===== src/rtl/core/cartesian_polar_converter_unit_assert.svh =====
// ----------------------------------------------------------------------------
// Cartesian/polar converter assertion macros
// Concurrent checks clocked on clk, disabled while rst_n is low.
// ----------------------------------------------------------------------------
`ifndef CARTESIAN_POLAR_CONVERTER_UNIT_ASSERT_SVH
`define CARTESIAN_POLAR_CONVERTER_UNIT_ASSERT_SVH

`ifndef SYNTHESIS
// condition must hold at every clock edge
`define CPC_ASSERT_ALWAYS(name, cond) \
  name: assert property (@(posedge clk) disable iff (!rst_n) (cond)) \
    else $error("cpc assertion failed");
// antecedent at one edge implies consequent at the next edge
`define CPC_ASSERT_NEXT(name, ante, cons) \
  name: assert property (@(posedge clk) disable iff (!rst_n) (ante) |=> (cons)) \
    else $error("cpc assertion failed");
`else
`define CPC_ASSERT_ALWAYS(name, cond)
`define CPC_ASSERT_NEXT(name, ante, cons)
`endif

`endif


===== src/rtl/core/cpc_pkg.sv =====
// ----------------------------------------------------------------------------
// cpc_pkg
// Shared types and constants of the Cartesian/polar CORDIC converter.
// ----------------------------------------------------------------------------
package cpc_pkg;

  typedef enum logic {
    OP_TO_POLAR = 1'b0,
    OP_TO_CART  = 1'b1
  } cpc_op_t;

  // travels alongside the datapath through every stage
  typedef struct packed {
    logic    valid;
    cpc_op_t mode;
    logic    zero;
  } cpc_side_t;

  localparam int GUARD       = 14;  // fraction bits added to the coordinates
  localparam int GROWTH_BITS = 3;   // sign plus CORDIC gain headroom
  localparam int TAB_LEN     = 24;

  // gain correction K = KGAIN / 2^30
  localparam int          KGAIN_W    = 30;
  localparam logic [29:0] KGAIN      = 30'd652032874;
  localparam int          LO_W       = 16;
  localparam int          PROD_SHIFT = GUARD + KGAIN_W;

  localparam logic [31:0] HALF_TURN = 32'h8000_0000;

  // atan(2^-i) in 2^32 units per circle
  localparam logic [31:0] ATAN_TAB [TAB_LEN] = '{
    32'h20000000, 32'h12E4051E, 32'h09FB385B, 32'h051111D4,
    32'h028B0D43, 32'h0145D7E1, 32'h00A2F61E, 32'h00517C55,
    32'h0028BE53, 32'h00145F2F, 32'h000A2F98, 32'h000517CC,
    32'h00028BE6, 32'h000145F3, 32'h0000A2FA, 32'h0000517D,
    32'h000028BE, 32'h0000145F, 32'h00000A30, 32'h00000518,
    32'h0000028C, 32'h00000146, 32'h000000A3, 32'h00000051
  };

endpackage


===== src/rtl/core/cpc_gain.sv =====
// ----------------------------------------------------------------------------
// cpc_gain
// CORDIC gain correction: v * KGAIN / 2^44 rounded to nearest, ties upward.
// The operand is split into a low 16-bit slice and a high slice whose products
// are registered, then summed and shifted in the following cycle.
// ----------------------------------------------------------------------------
module cpc_gain #(
  parameter  int VW  = 33,
  localparam int PHW = VW - cpc_pkg::LO_W + cpc_pkg::KGAIN_W + 1,
  localparam int RW  = PHW + 1 - (cpc_pkg::PROD_SHIFT - cpc_pkg::LO_W)
) (
  input  logic                 clk,
  input  logic                 en,
  input  logic signed [VW-1:0] v_i,
  output logic signed [RW-1:0] res
);
  import cpc_pkg::*;

  localparam int PLW = LO_W + KGAIN_W + 1;

  logic signed [VW-LO_W-1:0] hi;
  logic [LO_W-1:0]           lo;
  logic [PLW-1:0]            pl_nxt, pl_r;
  logic signed [PHW-1:0]     ph_nxt, ph_r;
  logic signed [PHW:0]       sum;

  always_comb begin
    hi     = v_i[VW-1:LO_W];
    lo     = v_i[LO_W-1:0];
    pl_nxt = PLW'(lo) * PLW'(KGAIN) + (PLW'(1) << (PROD_SHIFT - 1));
    ph_nxt = PHW'(hi) * PHW'($signed({1'b0, KGAIN}));
  end

  always_ff @(posedge clk) begin
    if (en) begin
      pl_r <= pl_nxt;
      ph_r <= ph_nxt;
    end
  end

  always_comb begin
    sum = $signed({ph_r[PHW-1], ph_r})
        + $signed({{(PHW+1-(PLW-LO_W)){1'b0}}, pl_r[PLW-1:LO_W]});
    res = sum[PHW:PROD_SHIFT-LO_W];
  end

endmodule


===== config.mk =====
export PLATFORM = sky130hd
export DESIGN_NAME = cpc_gain
export DESIGN_NICKNAME = d
export VERILOG_FILES = /design/src/rtl/core/cartesian_polar_converter_unit_assert.svh /design/src/rtl/core/cpc_pkg.sv /design/src/rtl/core/cpc_gain.sv
export SDC_FILE = /design/constraint.sdc
export NUM_CORES = 1
export LEC_CHECK = 0
export BUFFER_PORTS_ARGS = -buffer_cell sky130_fd_sc_hd__buf_2
export CORE_AREA = 2 2 177 179
export CTS_BUF_LIST = sky130_fd_sc_hd__clkbuf_16
export CTS_CLUSTER_SIZE = 30
export DETAILED_ROUTE_END_ITERATION = 12
export DIE_AREA = 0 0 179 181
export GPL_TIMING_DRIVEN = 0
export HOLD_SLACK_MARGIN = 0.05
export PLACE_DENSITY_LB_ADDON = 0.12
export SLEW_MARGIN = 20
export SYNTH_ARGS = -nofsm -noshare
export SYNTH_HDL_FRONTEND = slang
export SYNTH_SLANG_ARGS = --single-unit

===== constraint.sdc =====
create_clock -name clk -period 8.9 [get_ports clk]
set_clock_uncertainty 0.15 [all_clocks]
set_input_delay 0.445 -clock clk [delete_from_list [all_inputs] [get_ports clk]]
set_output_delay 0.445 -clock clk [all_outputs]
set_load 0.02 [all_outputs]

==> impl_metrics.ini <==
[timing]
max_freq_ghz = 0.1388
layout_setup_ws_ns = 1.698
report.final.slew_viol_count = 0
worst_slew_pin_slew_ns = 0.6431
finalSetupViolCount = 0
relSlewSlack = 0.5708
hold_viol = 0
fin_worst_hold_slack_ns = 0.3411
setup_tns_ns = 0
period_needed_ns = 7.202
period_share = 0.8093
grt_setup_unrepaired = false

[clocking]
numCtsBuffers = 9
holdBufCountCts = 0
cts-root-buf = clkbuf_16
clock_path_buffers = 2
cts.sinks = 77
path_clk_slew_ns = 0.06
cts_tree = built
cts.repair.resized = 0
cts_max_level = 3
postCtsSetupRepairBufs = 0

[drt]
ant_nets = 0
wire_per_inst_um = 19.46
drtPass1Iterations = 5
drt-total-wl_um = 46060
drt_iter0_drc = 821
drc = 0
viasPerCell = 5.545
vias = 13120

[global_routing]
antenna_found_initial = 0
grt_usage = 0.3099
grt_start_max_net_pins = 63
grt_pass1_wl_um = 75100
gr-total-overflow = 0
grt_pass1_vias = 14010

[die]
die_h_um = 181
dieArea_um2 = 32400
row_count = 64
ios = 56
die_w_um = 179
core-area_um2 = 30350
start_util = 0.6471

[setup_path]
crit_slowest_cell = fa_1
critPathBufInv = 5
crit_family = adder cells
arrival_ns = 7.15
cp_max_fo = 8
cp-end-kind = flip-flop
slowest_delay_ns = 0.60
startpoint_type = input pin
cpMostUsedCell = fa_1
cp.required_ns = 8.85
crit_chain = buf_2 -> ha_1 -> inv_1 -> fa_1 -> fa_1 -> inv_1 -> fa_1 -> fa_1 -> inv_1 -> fa_1 -> inv_1 -> ha_1 -> nand2_1 -> o21ai_0 -> a221oi_2 -> nor3_1 -> o21ai_2 -> nand2_2 -> a211oi_4 -> mux2i_1 -> or4_1 -> xor2_1
timing_worst_setup_path_type = in -> reg

[run_status]
outcome = finished, final reports clean

[synth]
synth-main-ff-cell = edfxtp_1
synthCells = 1900
syn_area_per_cell_um2 = 10.34
ys_ff_latch = 77
synth_nets = 2655
yosysUniqueCellTypes = 63
synth-seq-area-share = 0.1177
synth_warnings = 0
synth_area_um2 = 19640
synthArstFlopShare = 0
synth_edf_count = 77

[worst_hold_path]
min_path_cells = 1
hold_class = in -> reg
hp-start = en
holdPathEnd = ph_r[3]$_DFFE_PP_

[final_layout]
nNetsFinal = 2722
drive_above_1_share = 0.04566
diodes = 0
utilization = 0.6833
area_growth_pct = 5.587
final_common_cell = inv_1
most-common-layout-cells = 558 x inv_1, 361 x fa_1, 359 x ha_1, 77 x edfxtp_1, 75 x a21oi_1

[flow_run]
drv_cap = 0

[placed_design]
io_buffers = 55
place.gp.congestion = 1.027
place_ws_ns = 1.358
hpwlAfterDp_um = 41290
[cell families after synthesis]
group	Yosys count	synth area share
DFF	77	0.1177
and+or+nand+nor	190	0.04880
buffers and inverters	565	0.1084
AOI/OAI and AO/OA	251	0.08505
adders and majority gates	720	0.5967
xor gates and xnor gates	96	0.04281
muxes	1	0.0005097
[stage by stage]
| stage | instances | area (um^2) |
|---|---|---|
| 2_1_floorplan | 1900 | 19640 |
| 3_3_place_gp | 2351 | 20410 |
| 3_5_place_dp | 2352 | 20440 |
| 4_1_cts | 2367 | 20740 |
| 5_1_grt | 2367 | 20740 |
| 6_report | 2367 | 20740 |
[registers in the layout, indices dropped and copies added, names as in the netlist]
| signal | flops |
|---|---|
| ph_r | 47 |
| pl_r | 30 |
[synth_stat cells, types with 3 or more instances]
cell type    n  area, um^2
nand2_1     53       198.9
clkbuf_1     4       15.01
xnor2_1     59       516.8
ha_1       359        4492
nor2b_1      8       50.05
a211oi_1     5       37.54
o21a_1      12       90.09
fa_1       361        7227
xor2_1      37       324.1
a31oi_1      7       43.79
nand3_1     15       75.07
o211ai_1     3       22.52
and2_1       4       25.02
edfxtp_1    77        2312
and4_1       9       78.83
and3_1      16       100.1
o21ai_0     29       145.1
nor2_1      42       157.7
o21bai_1    12       90.09
o21ai_1     10       50.05
nor3_1       6       30.03
a221oi_1     3       26.28
inv_1      558        2095
nand2b_1    10       62.56
o221ai_1     3       26.28
a21o_1      60       450.4
a21oi_1     75       375.4
nand4_1     13       81.33
o31ai_1      4       30.03
or2_2        4       25.02
[routing by layer]
layer,vias up,wire (um),track usage
li1,6157,-,-
met1,6545,22110,0.4794
met2,393,19350,0.4392
met3,29,4260,0.1033
met4,0,339,0.03187
met5,-,0,0
[how the worst max path moves through the flow]
| stage | from | to | slack [ns] | depth (start not counted) |
|---|---|---|---|---|
| after detailed placement | v_i[8] | pl_r[45]$_DFFE_PP_ | 1.36 | 22 |
| after CTS | v_i[8] | pl_r[45]$_DFFE_PP_ | 1.70 | 22 |
| final | v_i[8] | pl_r[45]$_DFFE_PP_ | 1.70 | 22 |
| after floorplan | v_i[13] | pl_r[45]$_DFFE_PP_ | 2.52 | 24 |
| after global placement | v_i[8] | pl_r[45]$_DFFE_PP_ | 1.43 | 22 |
| after global routing | v_i[7] | pl_r[45]$_DFFE_PP_ | 1.41 | 22 |
[final cells by class]
class                      count  area [um^2]
tap                          396        495.5
fill                        2481         9612
sequential                    77         2312
inverter                     558         2095
clock inverter                 6        71.32
timing repair buffer          56        305.3
multi-input combinational   1258        15200
clock buffer                   9        225.2
buffer                         7        35.03
Power is not shown: default switching activity piles up to over one toggle a cycle in this logic, so the estimate is an artifact.
