--- src/rtl/core/cartesian_polar_converter_unit_assert.svh ---
// ----------------------------------------------------------------------------
// Cartesian/polar converter assertion macros
// Concurrent checks clocked on clk, disabled while rst_n is low.
// ----------------------------------------------------------------------------
`ifndef CARTESIAN_POLAR_CONVERTER_UNIT_ASSERT_SVH
`define CARTESIAN_POLAR_CONVERTER_UNIT_ASSERT_SVH

`ifndef SYNTHESIS
// condition must hold at every clock edge
`define CPC_ASSERT_ALWAYS(name, cond) \
  name: assert property (@(posedge clk) disable iff (!rst_n) (cond)) \
    else $error("cpc assertion failed");
// antecedent at one edge implies consequent at the next edge
`define CPC_ASSERT_NEXT(name, ante, cons) \
  name: assert property (@(posedge clk) disable iff (!rst_n) (ante) |=> (cons)) \
    else $error("cpc assertion failed");
`else
`define CPC_ASSERT_ALWAYS(name, cond)
`define CPC_ASSERT_NEXT(name, ante, cons)
`endif

`endif

--- src/rtl/core/cpc_pkg.sv ---
// ----------------------------------------------------------------------------
// cpc_pkg
// Shared types and constants of the Cartesian/polar CORDIC converter.
// ----------------------------------------------------------------------------
package cpc_pkg;

  typedef enum logic {
    OP_TO_POLAR = 1'b0,
    OP_TO_CART  = 1'b1
  } cpc_op_t;

  // travels alongside the datapath through every stage
  typedef struct packed {
    logic    valid;
    cpc_op_t mode;
    logic    zero;
  } cpc_side_t;

  localparam int GUARD       = 14;  // fraction bits added to the coordinates
  localparam int GROWTH_BITS = 3;   // sign plus CORDIC gain headroom
  localparam int TAB_LEN     = 24;

  // gain correction K = KGAIN / 2^30
  localparam int          KGAIN_W    = 30;
  localparam logic [29:0] KGAIN      = 30'd652032874;
  localparam int          LO_W       = 16;
  localparam int          PROD_SHIFT = GUARD + KGAIN_W;

  localparam logic [31:0] HALF_TURN = 32'h8000_0000;

  // atan(2^-i) in 2^32 units per circle
  localparam logic [31:0] ATAN_TAB [TAB_LEN] = '{
    32'h20000000, 32'h12E4051E, 32'h09FB385B, 32'h051111D4,
    32'h028B0D43, 32'h0145D7E1, 32'h00A2F61E, 32'h00517C55,
    32'h0028BE53, 32'h00145F2F, 32'h000A2F98, 32'h000517CC,
    32'h00028BE6, 32'h000145F3, 32'h0000A2FA, 32'h0000517D,
    32'h000028BE, 32'h0000145F, 32'h00000A30, 32'h00000518,
    32'h0000028C, 32'h00000146, 32'h000000A3, 32'h00000051
  };

endpackage

--- src/rtl/core/cpc_front.sv ---
// ----------------------------------------------------------------------------
// cpc_front
// Input stage: half-plane fold, radius sign fold and scaling into CORDIC format.
// ----------------------------------------------------------------------------
module cpc_front #(
  parameter  int COORD_WIDTH = 16,
  localparam int XW = COORD_WIDTH + cpc_pkg::GUARD + cpc_pkg::GROWTH_BITS
) (
  input  logic                          clk,
  input  logic                          rst_n,
  input  logic                          en,
  input  logic                          in_valid,
  input  cpc_pkg::cpc_op_t              operation,
  input  logic signed [COORD_WIDTH-1:0] in_x,
  input  logic signed [COORD_WIDTH-1:0] in_y,
  input  logic signed [COORD_WIDTH:0]   in_radius,
  input  logic signed [15:0]            in_angle,
  output cpc_pkg::cpc_side_t            side_r,
  output logic signed [XW-1:0]          x_r,
  output logic signed [XW-1:0]          y_r,
  output logic [31:0]                   z_r
);
  import cpc_pkg::*;

  logic signed [COORD_WIDTH:0]   xs, ys, xn, yn;
  logic signed [COORD_WIDTH+1:0] rs, rn;
  logic signed [XW-1:0]          xp, yp, rp;
  logic signed [XW-1:0]          x_nxt, y_nxt;
  logic [31:0]                   z_nxt, za;
  logic [15:0]                   a_adj;
  logic                          x_neg, r_neg, flip;
  cpc_side_t                     side_nxt;

  always_comb begin
    x_neg = in_x[COORD_WIDTH-1];
    xs    = {in_x[COORD_WIDTH-1], in_x};
    ys    = {in_y[COORD_WIDTH-1], in_y};
    xn    = x_neg ? -xs : xs;
    yn    = x_neg ? -ys : ys;

    r_neg = in_radius[COORD_WIDTH];
    rs    = {in_radius[COORD_WIDTH], in_radius};
    rn    = r_neg ? -rs : rs;
    // negative radius: add half a circle, i.e. flip the top angle bit
    a_adj = in_angle ^ {r_neg, 15'b0};
    za    = {a_adj, 16'h0000};
    // angle beyond +/- a quarter turn: start from the opposite half plane
    flip  = (za[31:30] == 2'b01 && za[29:0] != '0) || (za[31:30] == 2'b10);

    xp = {{(XW-COORD_WIDTH-1-GUARD){xn[COORD_WIDTH]}}, xn, {GUARD{1'b0}}};
    yp = {{(XW-COORD_WIDTH-1-GUARD){yn[COORD_WIDTH]}}, yn, {GUARD{1'b0}}};
    rp = {{(XW-COORD_WIDTH-2-GUARD){rn[COORD_WIDTH+1]}}, rn, {GUARD{1'b0}}};

    side_nxt.valid = in_valid;
    side_nxt.mode  = operation;
    unique case (operation)
      OP_TO_POLAR: begin
        x_nxt         = xp;
        y_nxt         = yp;
        z_nxt         = x_neg ? HALF_TURN : '0;
        side_nxt.zero = (in_x == '0) && (in_y == '0);
      end
      OP_TO_CART: begin
        x_nxt         = flip ? -rp : rp;
        y_nxt         = '0;
        z_nxt         = flip ? za + HALF_TURN : za;
        side_nxt.zero = 1'b0;
      end
      default: begin
        x_nxt         = '0;
        y_nxt         = '0;
        z_nxt         = '0;
        side_nxt.zero = 1'b0;
      end
    endcase
  end

  always_ff @(posedge clk) begin
    if (!rst_n) begin
      side_r <= '0;
    end else if (en) begin
      side_r <= side_nxt;
    end
  end

  always_ff @(posedge clk) begin
    if (en) begin
      x_r <= x_nxt;
      y_r <= y_nxt;
      z_r <= z_nxt;
    end
  end

endmodule

--- config.mk ---
export PLATFORM = sky130hd
export DESIGN_NAME = cpc_front
export DESIGN_NICKNAME = d
export VERILOG_FILES = /design/src/rtl/core/cartesian_polar_converter_unit_assert.svh /design/src/rtl/core/cpc_pkg.sv /design/src/rtl/core/cpc_front.sv
export SDC_FILE = /design/constraint.sdc
export NUM_CORES = 1
export LEC_CHECK = 0
export BUFFER_PORTS_ARGS = -buffer_cell sky130_fd_sc_hd__buf_2
export CAP_MARGIN = 30
export CORE_MARGIN = 3
export CORE_UTILIZATION = 40
export DETAILED_ROUTE_END_ITERATION = 10
export PLACE_DENSITY = 0.69
export SLEW_MARGIN = 20
export SYNTH_ARGS = -nofsm -noshare
export SYNTH_HDL_FRONTEND = slang
export SYNTH_SLANG_ARGS = --single-unit
--- constraint.sdc ---
create_clock -name clk -period 4 [get_ports clk]
set_input_delay 1.2 -clock clk [delete_from_list [all_inputs] [get_ports clk]]
set_output_delay 1.2 -clock clk [all_outputs]
set_load 0.05 [all_outputs]
==> summary.md <==
| Metric | Value |
|---|---|
| Avg Cell Area, Syn | `between 9 and 10 um2` |
| Root buf cell | `clkbuf_8` |
| Final Max Slew Viols | `0` |
| Nets | `between 600 and 700` |
| Diodes inserted | `0` |
| Sink Count | `55` |
| Crit path time final | `roughly 3700 ps` |
| Largest net degree at the start of global routing | `34` |
| Die ar. | `roughly 0.011 mm2` |
| Placed instance count | `roughly 660` |
| Worst setup path start | `in_radius[1]` |
| Final setup viols | `0` |
| Clock Tree Buf Depth | `2` |
| Cts repair resizes | `0` |
| H-tree levels | `2` |
| Synth Cell Area | `around 0.004 mm2` |
| Core area | `about 0.0095 mm2` |
| # hold bufs at CTS | `0` |
| Die height | `between 100 and 150 um` |
| Register area share after synthesis | `0.407` |
| IO buf count | `~130` |
| GPL Wtd Cong | `approximately 0.85` |
| Routed WL | `just under 10000 um` |
| Final Cycle Share | `0.932` |
| Library cells used by synthesis | `57` |
| Worst skew pair latency | `approximately 300 ps` |
| Crit path to | `x_r[28]$_DFFE_PP_` |
| Power Density | `between 300 and 400 mW/mm2` |
| Worst Reg2Reg Path Length in Cells | `2` |
| CTS clk-pin slew, worst paths | `100 ps` |
| Cell taking the most area after synthesis | `edfxtp_1` |
| Outcome | `finished, final reports clean` |
| Initial antenna violation count | `0` |
| Max-Cap Viols | `0` |
| Yosys top cell area share | `0.392` |
| Yosys warning total | `0` |
| GRT Util Overall | `0.166` |
| # IOs | `around 170` |
| WP data required | `4040 ps` |
| Post-route ant nets | `0` |
| Setup TNS | `0 ps` |
| Worst Setup Path Type | `input pin to flop` |
| Cts bufs inserted | `5` |
| Cells after synthesis | `410` |
| Rel. slew slack | `0.574` |
| Leakage | `~0.0020 uW` |
| FP Rows | `35` |
| RR Endpoint | `side_r[0]$_SDFFE_PN0P_` |
| R2R Path Start | `side_r[0]$_SDFFE_PN0P_` |
| Via density | `slightly below 5` |
| Critical path peak fanout | `6` |
| Layout cells sized above 1 | `0.296` |
| FF+latch count, synth | `55` |
| Most common cell in the synthesized netlist | `edfxtp_1` |
| Setup Buffers After CTS | `0` |
| Starting Density | `0.421` |
| Max IR drop VDD | `between 0.0001 and 0.00015 V` |
| Reg2Reg Setup Slack | `roughly 3400 ps` |
| Fin Clk Skew | `0 ps` |
| Setup WS pre-CTS | `-96.4 ps` |
| Hold crit path type | `flop to flop` |
| Grt total ovfl | `0` |
| CTS tree | `built` |
| Ranking of synthesized cells by area | `edfxtp_1, buf_4, xnor2_1, xor2_1, nor2_1` |
| Core Util, Final | `0.495` |
| Iter 0 DRT Violations | `130` |
| Vias in the first global route | `slightly above 3000` |
| Arrival @ worst endpoint | `between 3000 and 4000 ps` |
| Worst Setup Start Kind | `input pin` |
| RSZ-0062 raised after global routing | `no` |
| CP endpoint kind | `flop` |
| Commonest cells post-synth | `edfxtp_1, buf_4, nor2_1` |
| WHS | `around 520 ps` |
| Slew @ Worst Pin | `638 ps` |
| Ys async rst share | `0` |
| Vias | `between 3000 and 4000` |
| Pre-antenna DRT Iters | `4` |
| First-pass GRT wire length | `15100 um` |
| P&R area growth vs syn | `17.7%` |
| Post-synth EDFFs | `52` |
| Final Hold Fails | `0` |
| Most common flop cell mapped by yosys | `edfxtp_1` |
| Max Freq | `268 MHz` |
| Final WS setup | `roughly 270 ps` |
| Final Non-Filler Cells | `663` |
| DRC Markers | `0` |
| HPWL Detailed | `about 7700 um` |
| Post-DR wirelength/cell | `between 10 and 15 um` |
| Die W | `about 110 um` |
## where the power goes
group / switching (uW) / total (uW) / leakage (uW) / internal, uW
sequential: 14.4 / 711 / 0.000528 / 697
clock: 174 / 377 / 0.0000612 / 203
combinational: 483 / 645 / 0.00137 / 162
total: 671 / 1730 / 0.00196 / 1060
## cells in the final DEF, fill, tap and decap left out, types with 5 or more instances in the layout
cell / Yosys / layout
buf_2: 0 / 127
edfxtp_1: 52 / 52
conb_1: 1 / 44
nor2_1: 36 / 36
xnor2_1: 29 / 29
nand2_1: 28 / 28
xor2_1: 27 / 27
a21oi_1: 18 / 18
o21ai_0: 16 / 16
and2_1: 16 / 16
o31ai_1: 12 / 12
or3_1: 11 / 11
inv_1: 9 / 9
nor4_1: 9 / 9
buf_4: 46 / 9
nor2b_1: 7 / 7
o41ai_1: 7 / 7
mux2i_1: 6 / 6
clkbuf_8: 0 / 6
or4_1: 5 / 5
## per-layer routing
metal  GRT usage  share of wire  up-vias
met5           0              0        -
met1       0.229           0.45     1490
met3      0.0276          0.091        2
met2       0.275           0.45      171
met4      0.0333         0.0053        0
li1            -              -     1620
## metrics by stage
| step | total power [uW] | cell area (um2) |
|---|---|---|
| 2_1_floorplan | 1240 | 4140 |
| 3_3_place_gp | 1360 | 4560 |
| 3_5_place_dp | 1370 | 4560 |
| 4_1_cts | 1740 | 4680 |
| 5_1_grt | 1810 | 4680 |
| 6_report | 1730 | 4680 |
## registers in the layout, indices dropped and copies added (netlist names)
register / count
side_r: 3
x_r: 19
z_r: 16
y_r: 17
## critical path, cell delays in order
cell and delay, ps:
buf_2 120, inv_1 50, ha_1 270, mux2_1 340
inv_1 70, ha_1 130, inv_1 60, or3_1 320
o32ai_1 290, o2111ai_2 350, o31ai_1 320, xnor2_1 160
mux2i_1 100
## worst min-delay path by stage
stage                                 startpoint                endpoint  slack (ps)  depth (start not counted)
final                     side_r[2]$_SDFFE_PN0P_  side_r[2]$_SDFFE_PN0P_         520                          2
after global routing      side_r[2]$_SDFFE_PN0P_  side_r[2]$_SDFFE_PN0P_         570                          2
after CTS                 side_r[1]$_SDFFE_PN0P_  side_r[1]$_SDFFE_PN0P_         520                          2
after detailed placement  side_r[2]$_SDFFE_PN0P_  side_r[2]$_SDFFE_PN0P_         500                          2
after global placement    side_r[2]$_SDFFE_PN0P_  side_r[2]$_SDFFE_PN0P_         490                          2
after floorplan           side_r[0]$_SDFFE_PN0P_  side_r[0]$_SDFFE_PN0P_         740                          2
## logic make-up (layout without fill, tap and decap cells)
kind of cell,Yosys count,after routing,share of synthesized area
compound gates,75,75,0.133
buf+inv,74,155,0.123
flops,55,55,0.407
fa+ha+maj,4,4,0.0126
mux,8,8,0.0207
xor+xnor,56,56,0.123
simple gates,137,137,0.180
other cells,1,44,0.000942
## layout make-up
type,count,area [um2]
clock buffers,6,82.6
clock inverters,2,35.0
fillers,909,4770
inverters,11,41.3
multi-input cells,324,2040
flip-flops and latches,55,1620
well taps,129,161
repair buffers,136,703
Note: power is estimated with default switching activity, not from simulation.
