===== config.mk =====
export PLATFORM = sky130hd
export DESIGN_NAME = cpc_cell
export DESIGN_NICKNAME = d
export VERILOG_FILES = /design/src/rtl/core/cartesian_polar_converter_unit_assert.svh /design/src/rtl/core/cpc_pkg.sv /design/src/rtl/core/cpc_cell.sv
export SDC_FILE = /design/constraint.sdc
export NUM_CORES = 1
export LEC_CHECK = 0
export ABC_AREA = 1
export BUFFER_PORTS_ARGS = -buffer_cell sky130_fd_sc_hd__clkbuf_2
export CAP_MARGIN = 10
export CORE_MARGIN = 2
export CORE_UTILIZATION = 58
export CTS_CLUSTER_SIZE = 10
export DETAILED_ROUTE_END_ITERATION = 7
export PLACE_DENSITY = 0.81
export SLEW_MARGIN = 20
export SYNTH_ARGS = -nofsm -noshare
export SYNTH_HDL_FRONTEND = slang
export SYNTH_SLANG_ARGS = --single-unit

===== constraint.sdc =====
create_clock -name clk -period 2.2 [get_ports clk]
set_input_delay 0.33 -clock clk [delete_from_list [all_inputs] [get_ports clk]]
set_output_delay 0.33 -clock clk [all_outputs]
set_load 0.005 [all_outputs]

===== src/rtl/core/cartesian_polar_converter_unit_assert.svh =====
// ----------------------------------------------------------------------------
// Cartesian/polar converter assertion macros
// Concurrent checks clocked on clk, disabled while rst_n is low.
// ----------------------------------------------------------------------------
`ifndef CARTESIAN_POLAR_CONVERTER_UNIT_ASSERT_SVH
`define CARTESIAN_POLAR_CONVERTER_UNIT_ASSERT_SVH

`ifndef SYNTHESIS
// condition must hold at every clock edge
`define CPC_ASSERT_ALWAYS(name, cond) \
  name: assert property (@(posedge clk) disable iff (!rst_n) (cond)) \
    else $error("cpc assertion failed");
// antecedent at one edge implies consequent at the next edge
`define CPC_ASSERT_NEXT(name, ante, cons) \
  name: assert property (@(posedge clk) disable iff (!rst_n) (ante) |=> (cons)) \
    else $error("cpc assertion failed");
`else
`define CPC_ASSERT_ALWAYS(name, cond)
`define CPC_ASSERT_NEXT(name, ante, cons)
`endif

`endif


===== src/rtl/core/cpc_pkg.sv =====
// ----------------------------------------------------------------------------
// cpc_pkg
// Shared types and constants of the Cartesian/polar CORDIC converter.
// ----------------------------------------------------------------------------
package cpc_pkg;

  typedef enum logic {
    OP_TO_POLAR = 1'b0,
    OP_TO_CART  = 1'b1
  } cpc_op_t;

  // travels alongside the datapath through every stage
  typedef struct packed {
    logic    valid;
    cpc_op_t mode;
    logic    zero;
  } cpc_side_t;

  localparam int GUARD       = 14;  // fraction bits added to the coordinates
  localparam int GROWTH_BITS = 3;   // sign plus CORDIC gain headroom
  localparam int TAB_LEN     = 24;

  // gain correction K = KGAIN / 2^30
  localparam int          KGAIN_W    = 30;
  localparam logic [29:0] KGAIN      = 30'd652032874;
  localparam int          LO_W       = 16;
  localparam int          PROD_SHIFT = GUARD + KGAIN_W;

  localparam logic [31:0] HALF_TURN = 32'h8000_0000;

  // atan(2^-i) in 2^32 units per circle
  localparam logic [31:0] ATAN_TAB [TAB_LEN] = '{
    32'h20000000, 32'h12E4051E, 32'h09FB385B, 32'h051111D4,
    32'h028B0D43, 32'h0145D7E1, 32'h00A2F61E, 32'h00517C55,
    32'h0028BE53, 32'h00145F2F, 32'h000A2F98, 32'h000517CC,
    32'h00028BE6, 32'h000145F3, 32'h0000A2FA, 32'h0000517D,
    32'h000028BE, 32'h0000145F, 32'h00000A30, 32'h00000518,
    32'h0000028C, 32'h00000146, 32'h000000A3, 32'h00000051
  };

endpackage


===== src/rtl/core/cpc_cell.sv =====
// ----------------------------------------------------------------------------
// cpc_cell
// One CORDIC micro-rotation, registered; vectoring or rotation per item.
// ----------------------------------------------------------------------------
module cpc_cell #(
  parameter int XW    = 33,
  parameter int STAGE = 0
) (
  input  logic                 clk,
  input  logic                 rst_n,
  input  logic                 en,
  input  cpc_pkg::cpc_side_t   side_i,
  input  logic signed [XW-1:0] x_i,
  input  logic signed [XW-1:0] y_i,
  input  logic [31:0]          z_i,
  output cpc_pkg::cpc_side_t   side_r,
  output logic signed [XW-1:0] x_r,
  output logic signed [XW-1:0] y_r,
  output logic [31:0]          z_r
);
  import cpc_pkg::*;

  localparam logic [31:0] ATAN_STEP = ATAN_TAB[STAGE];

  logic signed [XW-1:0] dx, dy, x_nxt, y_nxt;
  logic [31:0]          z_nxt;
  logic                 y_pos, ccw;

  always_comb begin
    dx    = y_i >>> STAGE;
    dy    = x_i >>> STAGE;
    y_pos = !y_i[XW-1] && (y_i != '0);
    // rotation drives z to zero, vectoring drives y to zero
    ccw   = (side_i.mode == OP_TO_CART) ? !z_i[31] : !y_pos;
    if (ccw) begin
      x_nxt = x_i - dx;
      y_nxt = y_i + dy;
      z_nxt = z_i - ATAN_STEP;
    end else begin
      x_nxt = x_i + dx;
      y_nxt = y_i - dy;
      z_nxt = z_i + ATAN_STEP;
    end
  end

  always_ff @(posedge clk) begin
    if (!rst_n) begin
      side_r <= '0;
    end else if (en) begin
      side_r <= side_i;
    end
  end

  always_ff @(posedge clk) begin
    if (en) begin
      x_r <= x_nxt;
      y_r <= y_nxt;
      z_r <= z_nxt;
    end
  end

endmodule


==> metrics.yaml, run 1 <==
status: "finished with violations"
violations: "design-rule violations"
dieArea_um2: 19400
clock_latency_ns: 0.35
hold_start: "z_i[11]"
drt-wirelength-per-cell_um: 17.4
cts_max_path_buffers: 2
report.final.hold_viol_count: 0
die_x_um: 139
ant_nets: 0
first_pass_iters: 8
slowest_delay_ns: 0.42
hold_buffers: 0
arrival_ns: 2.23
syn_area_um2: 10600
drive_gt1_frac: 0.230
layout_commonest_cell: "nand2_1"
cts_tree: "yes"
wl_mm: 40.0
routed_via_density: 5.51
io_buffer_count: 204
rr_startpoint: "side_r[1]"
cp_cell_sequence: "clkbuf_2, inv_1, ha_2, nand2_1, nor2_1, nand2_1, nand2_1, nand2_1, nand2_1, nand2_1, nand2_1, nand2_1, nand3_1, nand2_1"
synth_cell_types: 27
yosysWarningCount: 0
nets: 2267
worst_ir_drop_vdd_mv: 0.528
antenna_found_initial: 0
synth_top_cell_area_share: 0.274
synth-simple-area-share: 0.354
power.density_nw_per_um2: 539
num_vias: 12700
synth_area_leaders: "edfxtp_1, nand2_1, ha_1"
post-route-period-util: 0.965
cpMaxStageDelayCell: "ha_2"
post_cts_buffers: 0
htree_levels: 3
place.gp.congestion: 1.15
synth-xor-area-share: 0.0330
synth.avg_cell_area_um2: 6.33
synth_fa_ha_area_frac: 0.121
finalMaxSlewViolations: 0
grt_pass1_vias: 11800
initial_core_util: 0.592
max_cap_viol_count: 0
yosys.area.top_type: "edfxtp_1"
die_y_um: 139
p_leak_nw: 7.88
place_ws_ns: -0.309
ys_seq_elements: 100
grt_max_degree: 42
critical_path.most_common_cell: "nand2_1"
root_buffer: "clkbuf_16"
grtUsageTotal: 0.405
max_freq_mhz: 471
synth_top_family_by_area: "simple AND/OR/NAND/NOR gates"
seq_area_frac_synth: 0.280
drc: 9
io_pins: 205
clock_sinks: 100
dp_hpwl_mm: 34.3
crit_fanout: 9
clk_pin_slew_ns: 0.07
crit_required_ns: 2.31
setup-violations-final: 0
layout_common_cells: "nand2_1, inv_1, buf_4"
core_area_um2: 18000
grt_pass1_wl_mm: 61.7
worstSetupStartpointType: "primary input"
drtIter0Drc: 1590
diodes: 0
worstMarginPinSlew_ns: 0.472
rows: 49
maxSlewHeadroom: 0.684
ctsResizeCount: 0
hp-class: "in2reg"
critPathKind: "in2reg"
rsz0062_at_grt: "true"
finalClockSkew_ns: 0
min_period_ns: 2.12
whs_ns: 0.154
cts_buffers: 9
finalPower_mw: 7.43
synth_compound_area_frac: 0.0791
synthMuxAreaShare: 0
grt-ovfl-total: 0
critPathLaunch: "x_i[6]"
syn_nets: 1883
crit_path_end_kind: "flip-flop"
synthCells: 1679
layout_setup_ws_ns: 0.0773
area_growth_pct: 29.6
==> sequential cells by signal (all words and copies together) (netlist names) <==
name    flops
side_r      3
y_r        33
z_r        32
x_r        32
==> synthesized netlist by cell type (all sizes together) <==
master,number
nor2,138
fa,4
nand4,21
nand2,600
o21ai,62
clkbuf,7
a21oi,79
xor2,40
or2,2
buf,35
nand3,145
a21boi,1
nor3,7
o21bai,17
nand3b,1
ha,96
dfxtp,3
and2,8
edfxtp,97
inv,316
==> critical path: cells and delay by family <==
family,cells,cell delay (ns)
simple gates,11,1.34
fa+ha+maj,1,0.42
buf+inv,2,0.14
==> layer usage <==
metal  routed length (um)  track usage  vias to the layer above
met1                15900        0.558                     5692
li1                     -            -                     5976
met2                17000        0.627                      897
met5                    0            0                        -
met4                 1420        0.138                        0
met3                 5620       0.0964                       94
==> report_power, final <==
group	leakage, nW	internal, mW	total [mW]	switching, mW
Sequential	0.973	2.41	2.51	0.0949
Clock	0.147	0.897	1.63	0.729
Combinational	6.76	1.29	3.29	2.00
==> stage by stage <==
stage	utilization	area, um2	cells	setup TNS, ns
finish	0.767	13800	2297	0
global route	0.767	13800	2297	-0.0203
CTS	0.762	13700	2297	0
detailed placement	0.745	13400	2281	-7.81
global placement	0.745	13400	2281	-5.02
floorplan	-	10600	1679	0
==> path summary, 6_finish.rpt <==
check             depth (start not counted)         to  slack [ns]
hold / removal                            1    z_r[11]        0.15
setup reg to reg                          2  side_r[1]        1.46
hold reg to reg                           2  side_r[2]        0.55
setup / recovery                         14    x_r[23]        0.08
==> cell families (layout without fill, tap and decap cells) <==
kind of cell	Yosys count	after routing
and+or+nand+nor	922	922
buffers and inverters	358	747
AOI/OAI and AO/OA	159	159
adders and majority gates	100	100
DFF	100	100
xor gates and xnor gates	40	40
==> area by class of cell <==
class	instances	area, um2
well taps	229	287
multi-input cells	1221	6330
clock buffers	10	229
flip-flops and latches	100	2970
inverters	316	1190
repair buffers	415	2700
clock inverters	6	71.3
fillers	1398	4190
(Power assumes the default switching activity.)
==> run 2: changes to the inputs <==
Settings changed: CORE_UTILIZATION 58 to 59, CTS_BUF_LIST from default to sky130_fd_sc_hd__clkbuf_4, PLACE_DENSITY 0.81 to 0.82.
Clock period 2.2 ns to 2.35 ns, I/O delays scaled along.
==> metrics.yaml, run 2 (synthesized netlist as in run 1, its figures left out) <==
arrival_ns: 2.48
layout_commonest_cell: "nand2_1"
cpMaxStageDelayCell: "ha_1"
switching_power_mw: 2.59
drtIter0Drc: 1578
ctsResizeCount: 0
setup-violations-final: 0
num_vias: 12400
place_area_um2: 13200
worstMarginPinSlew_ns: 0.696
status: "completed"
wl_met1_mm: 16.0
area_growth_pct: 25.6
grt_max_degree: 57
finalMaxSlewViolations: 0
initial_core_util: 0.596
power_frac_clock: 0.144
first_pass_iters: 7
rr_startpoint: "side_r[1]"
drive_gt1_frac: 0.210
dieArea_um2: 19100
p_sw_frac: 0.414
clk_pin_slew_ns: 0.16
io_buffer_count: 204
die_x_um: 138
hp-class: "in2reg"
routed_via_density: 5.44
crit_required_ns: 2.68
reg2reg_slack_ns: 1.65
min_period_ns: 2.14
critPathKind: "in2reg"
report.final.hold_viol_count: 0
nets: 2250
final_util: 0.748
clock_latency_ns: 0.46
hold_buffers: 0
crit_path_end_kind: "flip-flop"
drt-wirelength-per-cell_um: 17.1
antenna_found_initial: 1
post-route-period-util: 0.911
root_buffer: "clkbuf_4"
core_area_um2: 17800
die_y_um: 138
crit_fanout: 7
grtUsageTotal: 0.400
largest_register: "y_r"
p_comb_frac: 0.479
worstSetupStartpointType: "primary input"
p_int_mw: 3.66
met2_length_mm: 16.7
max_cap_viol_count: 0
slowest_delay_ns: 0.41
wl_mm: 39.1
cp-endpoint: "y_r[14]"
maxSlewHeadroom: 0.531
ant_nets: 0
reg2regPathDepth: 2
rows: 49
place.gp.congestion: 1.09
r2r_end: "side_r[1]"
max_freq_mhz: 467
p_leak_nw: 7.71
reg.largest.list: "y_r: 33 flops, x_r: 32 flops, z_r: 32 flops"
clock_sinks: 100
worst_ir_drop_vdd_mv: 0.409
io_pins: 205
dp_hpwl_mm: 34.0
power.density_nw_per_um2: 468
post_cts_buffers: 0
share_seq_of_total_power: 0.377
layout_common_cells: "nand2_1, inv_1, clkbuf_2"
cts_buffers: 9
critPathLaunch: "x_i[5]"
cts_max_path_buffers: 2
grt-ovfl-total: 0
largest_reg_flops: 33
dr_wl_met3_mm: 4.89
finalClockSkew_ns: 0
rsz0062_at_grt: "false"
grt_pass1_vias: 11600
cts_tree: "yes"
drc: 0
grt_pass1_wl_mm: 60.3
design_area_um2: 13400
nFillCells: 1484
cp_cell_sequence: "clkbuf_2, inv_1, ha_1, nand2_1, nor2_1, nand2_1, nand3_1, nand2_1, nand2_1, buf_4, xor2_1, nand2_1, o21ai_1"
critical_path.most_common_cell: "nand2_1"
htree_levels: 3
top_layer: "met4"
-- run 2: cell types whose count changed in the layout (fill, tap and decap cells not counted), sizes merged --
| cell | previous run | this run |
|---|---|---|
| clkinv | 2 | 3 |
| clkinvlp | 0 | 1 |
| buf | 212 | 195 |
| bufinv | 1 | 0 |
| diode | 0 | 1 |
| clkbuf | 213 | 212 |
-- run 2: cell type report --
cell class	instances	area (um2)	area share
inverter	316	1190	0.0888
sequential	100	2970	0.223
timing repair buffer	398	2520	0.189
tap	229	287	0.0215
clock buffer	9	67.6	0.00506
multi-input combinational	1221	6250	0.468
clock inverter	7	68.8	0.00515
antenna	1	2.50	0.000187
-- run 2: metrics by stage --
step	hold WS (ns)	instances	total power [mW]	setup TNS [ns]	setup slack (ns)
finish	0.0431	2281	6.25	0	0.208
global route	0.0336	2281	6.55	0	0.0543
detailed placement	0.524	2264	5.29	-7.23	-0.207
global placement	0.482	2264	5.19	-3.50	-0.127
floorplan	0.442	1679	3.86	0	0.322
CTS	0.0460	2280	6.15	0	0.265
-- run 2: worst min-delay path by stage --
stage	startpoint	endpoint	slack, ns	cells after the start
after CTS	z_i[18]	z_r[18]	0.05	1
after floorplan	en	side_r[1]	0.44	1
after detailed placement	side_r[0]	side_r[0]	0.52	2
after global routing	z_i[23]	z_r[23]	0.03	1
after global placement	side_r[2]	side_r[2]	0.48	2
final	z_i[1]	z_r[1]	0.04	1
-- run 2: worst max-delay path: cells and delay by family --
kind	cells	cell delay, ns
xor gates and xnor gates	1	0.24
and+or+nand+nor	7	1.11
AOI/OAI and AO/OA	1	0.08
buffers and inverters	3	0.28
adders and majority gates	1	0.41
-- run 2: routing by layer --
layer  up-vias  global-route usage
met5         -                   0
li1       5946                   -
met4         0               0.125
met3        96              0.0880
met1      5534               0.556
met2       834               0.627
-- run 2: power by group through the flow --
stage / logic [mW] / clock network (mW) / registers (mW)
final: 2.99 / 0.903 / 2.36
after floorplan: 1.47 / 0 / 2.39
after detailed placement: 2.89 / 0 / 2.40
after global routing: 3.23 / 0.942 / 2.37
after global placement: 2.81 / 0 / 2.38
after CTS: 2.90 / 0.889 / 2.35
==> run 3: changes to the inputs <==
Settings changed: CORE_UTILIZATION 59 to 50, PLACE_DENSITY 0.82 to 0.71.
==> metrics.yaml, run 3 (synthesized netlist as in run 1, its figures left out) <==
cts_tree: "yes"
initial_core_util: 0.507
place_ws_ns: -0.300
drive_gt1_frac: 0.230
finalClockSkew_ns: 0
layout_common_cells: "nand2_1, inv_1, buf_4"
dieArea_um2: 22400
maxSlewHeadroom: 0.664
first_pass_iters: 7
drc: 0
nets: 2304
rows: 53
largest_reg_flops: 33
cts_max_path_buffers: 2
rsz0062_at_grt: "false"
dp_hpwl_mm: 35.8
crit_path_end_kind: "flip-flop"
clock_latency_ns: 0.46
drtIter0Drc: 1238
drt-wirelength-per-cell_um: 17.2
critPathKind: "in2reg"
htree_levels: 3
crit_fanout: 41
io_pins: 205
design_area_um2: 13900
grt_max_degree: 48
layout_setup_ws_ns: 0.0138
ctsResizeCount: 0
hold_buffers: 0
antenna_found_initial: 1
nFillCells: 1942
reg2regPathDepth: 2
grt_util_met1: 0.548
worstSetupStartpointType: "primary input"
min_period_ns: 2.34
root_buffer: "clkbuf_4"
core_area_um2: 21000
finalMaxSlewViolations: 0
layout_commonest_cell: "nand2_1"
status: "completed"
worst_ir_drop_vdd_mv: 0.247
num_vias: 12300
max_freq_mhz: 428
p_leak_nw: 8.03
setup-violations-final: 0
grtUsageTotal: 0.361
cts_buffers: 9
hold_depth: 1
wl_mm: 40.9
reg.largest.list: "y_r: 33 flops, x_r: 32 flops, z_r: 32 flops"
largest_register: "y_r"
post_cts_buffers: 0
grt-ovfl-total: 0
place_area_um2: 13800
area_growth_pct: 31.0
power.density_nw_per_um2: 465
die_y_um: 150
die_x_um: 150
report.final.hold_viol_count: 0
ant_nets: 0
max_cap_viol_count: 0
busiest_layer: "met1"
final_cells: 2381
worstMarginPinSlew_ns: 0.505
clk_pin_slew_ns: 0.16
hp-class: "in2reg"
grt_pass1_wl_mm: 61.4
io_buffer_count: 204
crit_required_ns: 2.64
grt_pass1_vias: 11200
gr-usage-met2: 0.535
place.gp.congestion: 1.09
routed_via_density: 5.17
post-route-period-util: 0.994
clock_sinks: 100
place_inst: 2364
use_met3: 0.0576
arrival_ns: 2.63
-- run 3: final timing paths --
kind / start / endpoint / slack [ns]
setup / recovery: y_i[24] / x_r[16] / 0.01
hold / removal: z_i[7] / z_r[7] / 0.05
setup reg to reg: side_r[1] / side_r[1] / 1.66
hold reg to reg: side_r[2] / side_r[2] / 0.56
-- run 3: layout make-up --
cell class	count	area, um2	share of cell area
tap	275	344	0.0247
clock inverter	7	80.1	0.00575
clock buffer	9	67.6	0.00485
antenna	1	2.50	0.000180
inverter	316	1190	0.0852
sequential	100	2970	0.213
multi-input combinational	1221	6250	0.449
timing repair buffer	452	3020	0.217
-- run 3: layer usage --
metal	up-vias	wire length (um)	share of wire
met4	0	870	0.021
met1	5557	18700	0.46
met2	644	16800	0.41
met5	-	0	0
met3	52	4530	0.11
li1	6055	-	-
-- run 3: worst max-delay path: stages --
cell	delay, ns
clkbuf_2	0.11
inv_1	0.20
nand4_1	0.30
nor2_1	0.36
nand4_1	0.21
buf_4	0.20
buf_4	0.14
a21boi_4	0.19
buf_12	0.23
o21ai_0	0.15
o21ai_1	0.16
-- run 3: report_power, final --
group / switching, mW / leakage [nW] / internal (mW)
clock: 0.636 / 0.0845 / 0.344
combinational: 1.87 / 6.97 / 1.29
sequential: 0.0807 / 0.973 / 2.25
total: 2.59 / 8.03 / 3.89
-- run 3: per-stage QoR --
step | utilization | TNS (ns) | power, mW | hold slack, ns
floorplan | - | 0 | 3.86 | 0.442
global placement | 0.657 | -11.63 | 5.40 | 0.478
detailed placement | 0.657 | -12.43 | 5.46 | 0.531
CTS | 0.664 | 0 | 6.41 | 0.0428
global route | 0.664 | 0 | 6.85 | 0.0243
finish | 0.664 | 0 | 6.48 | 0.0520
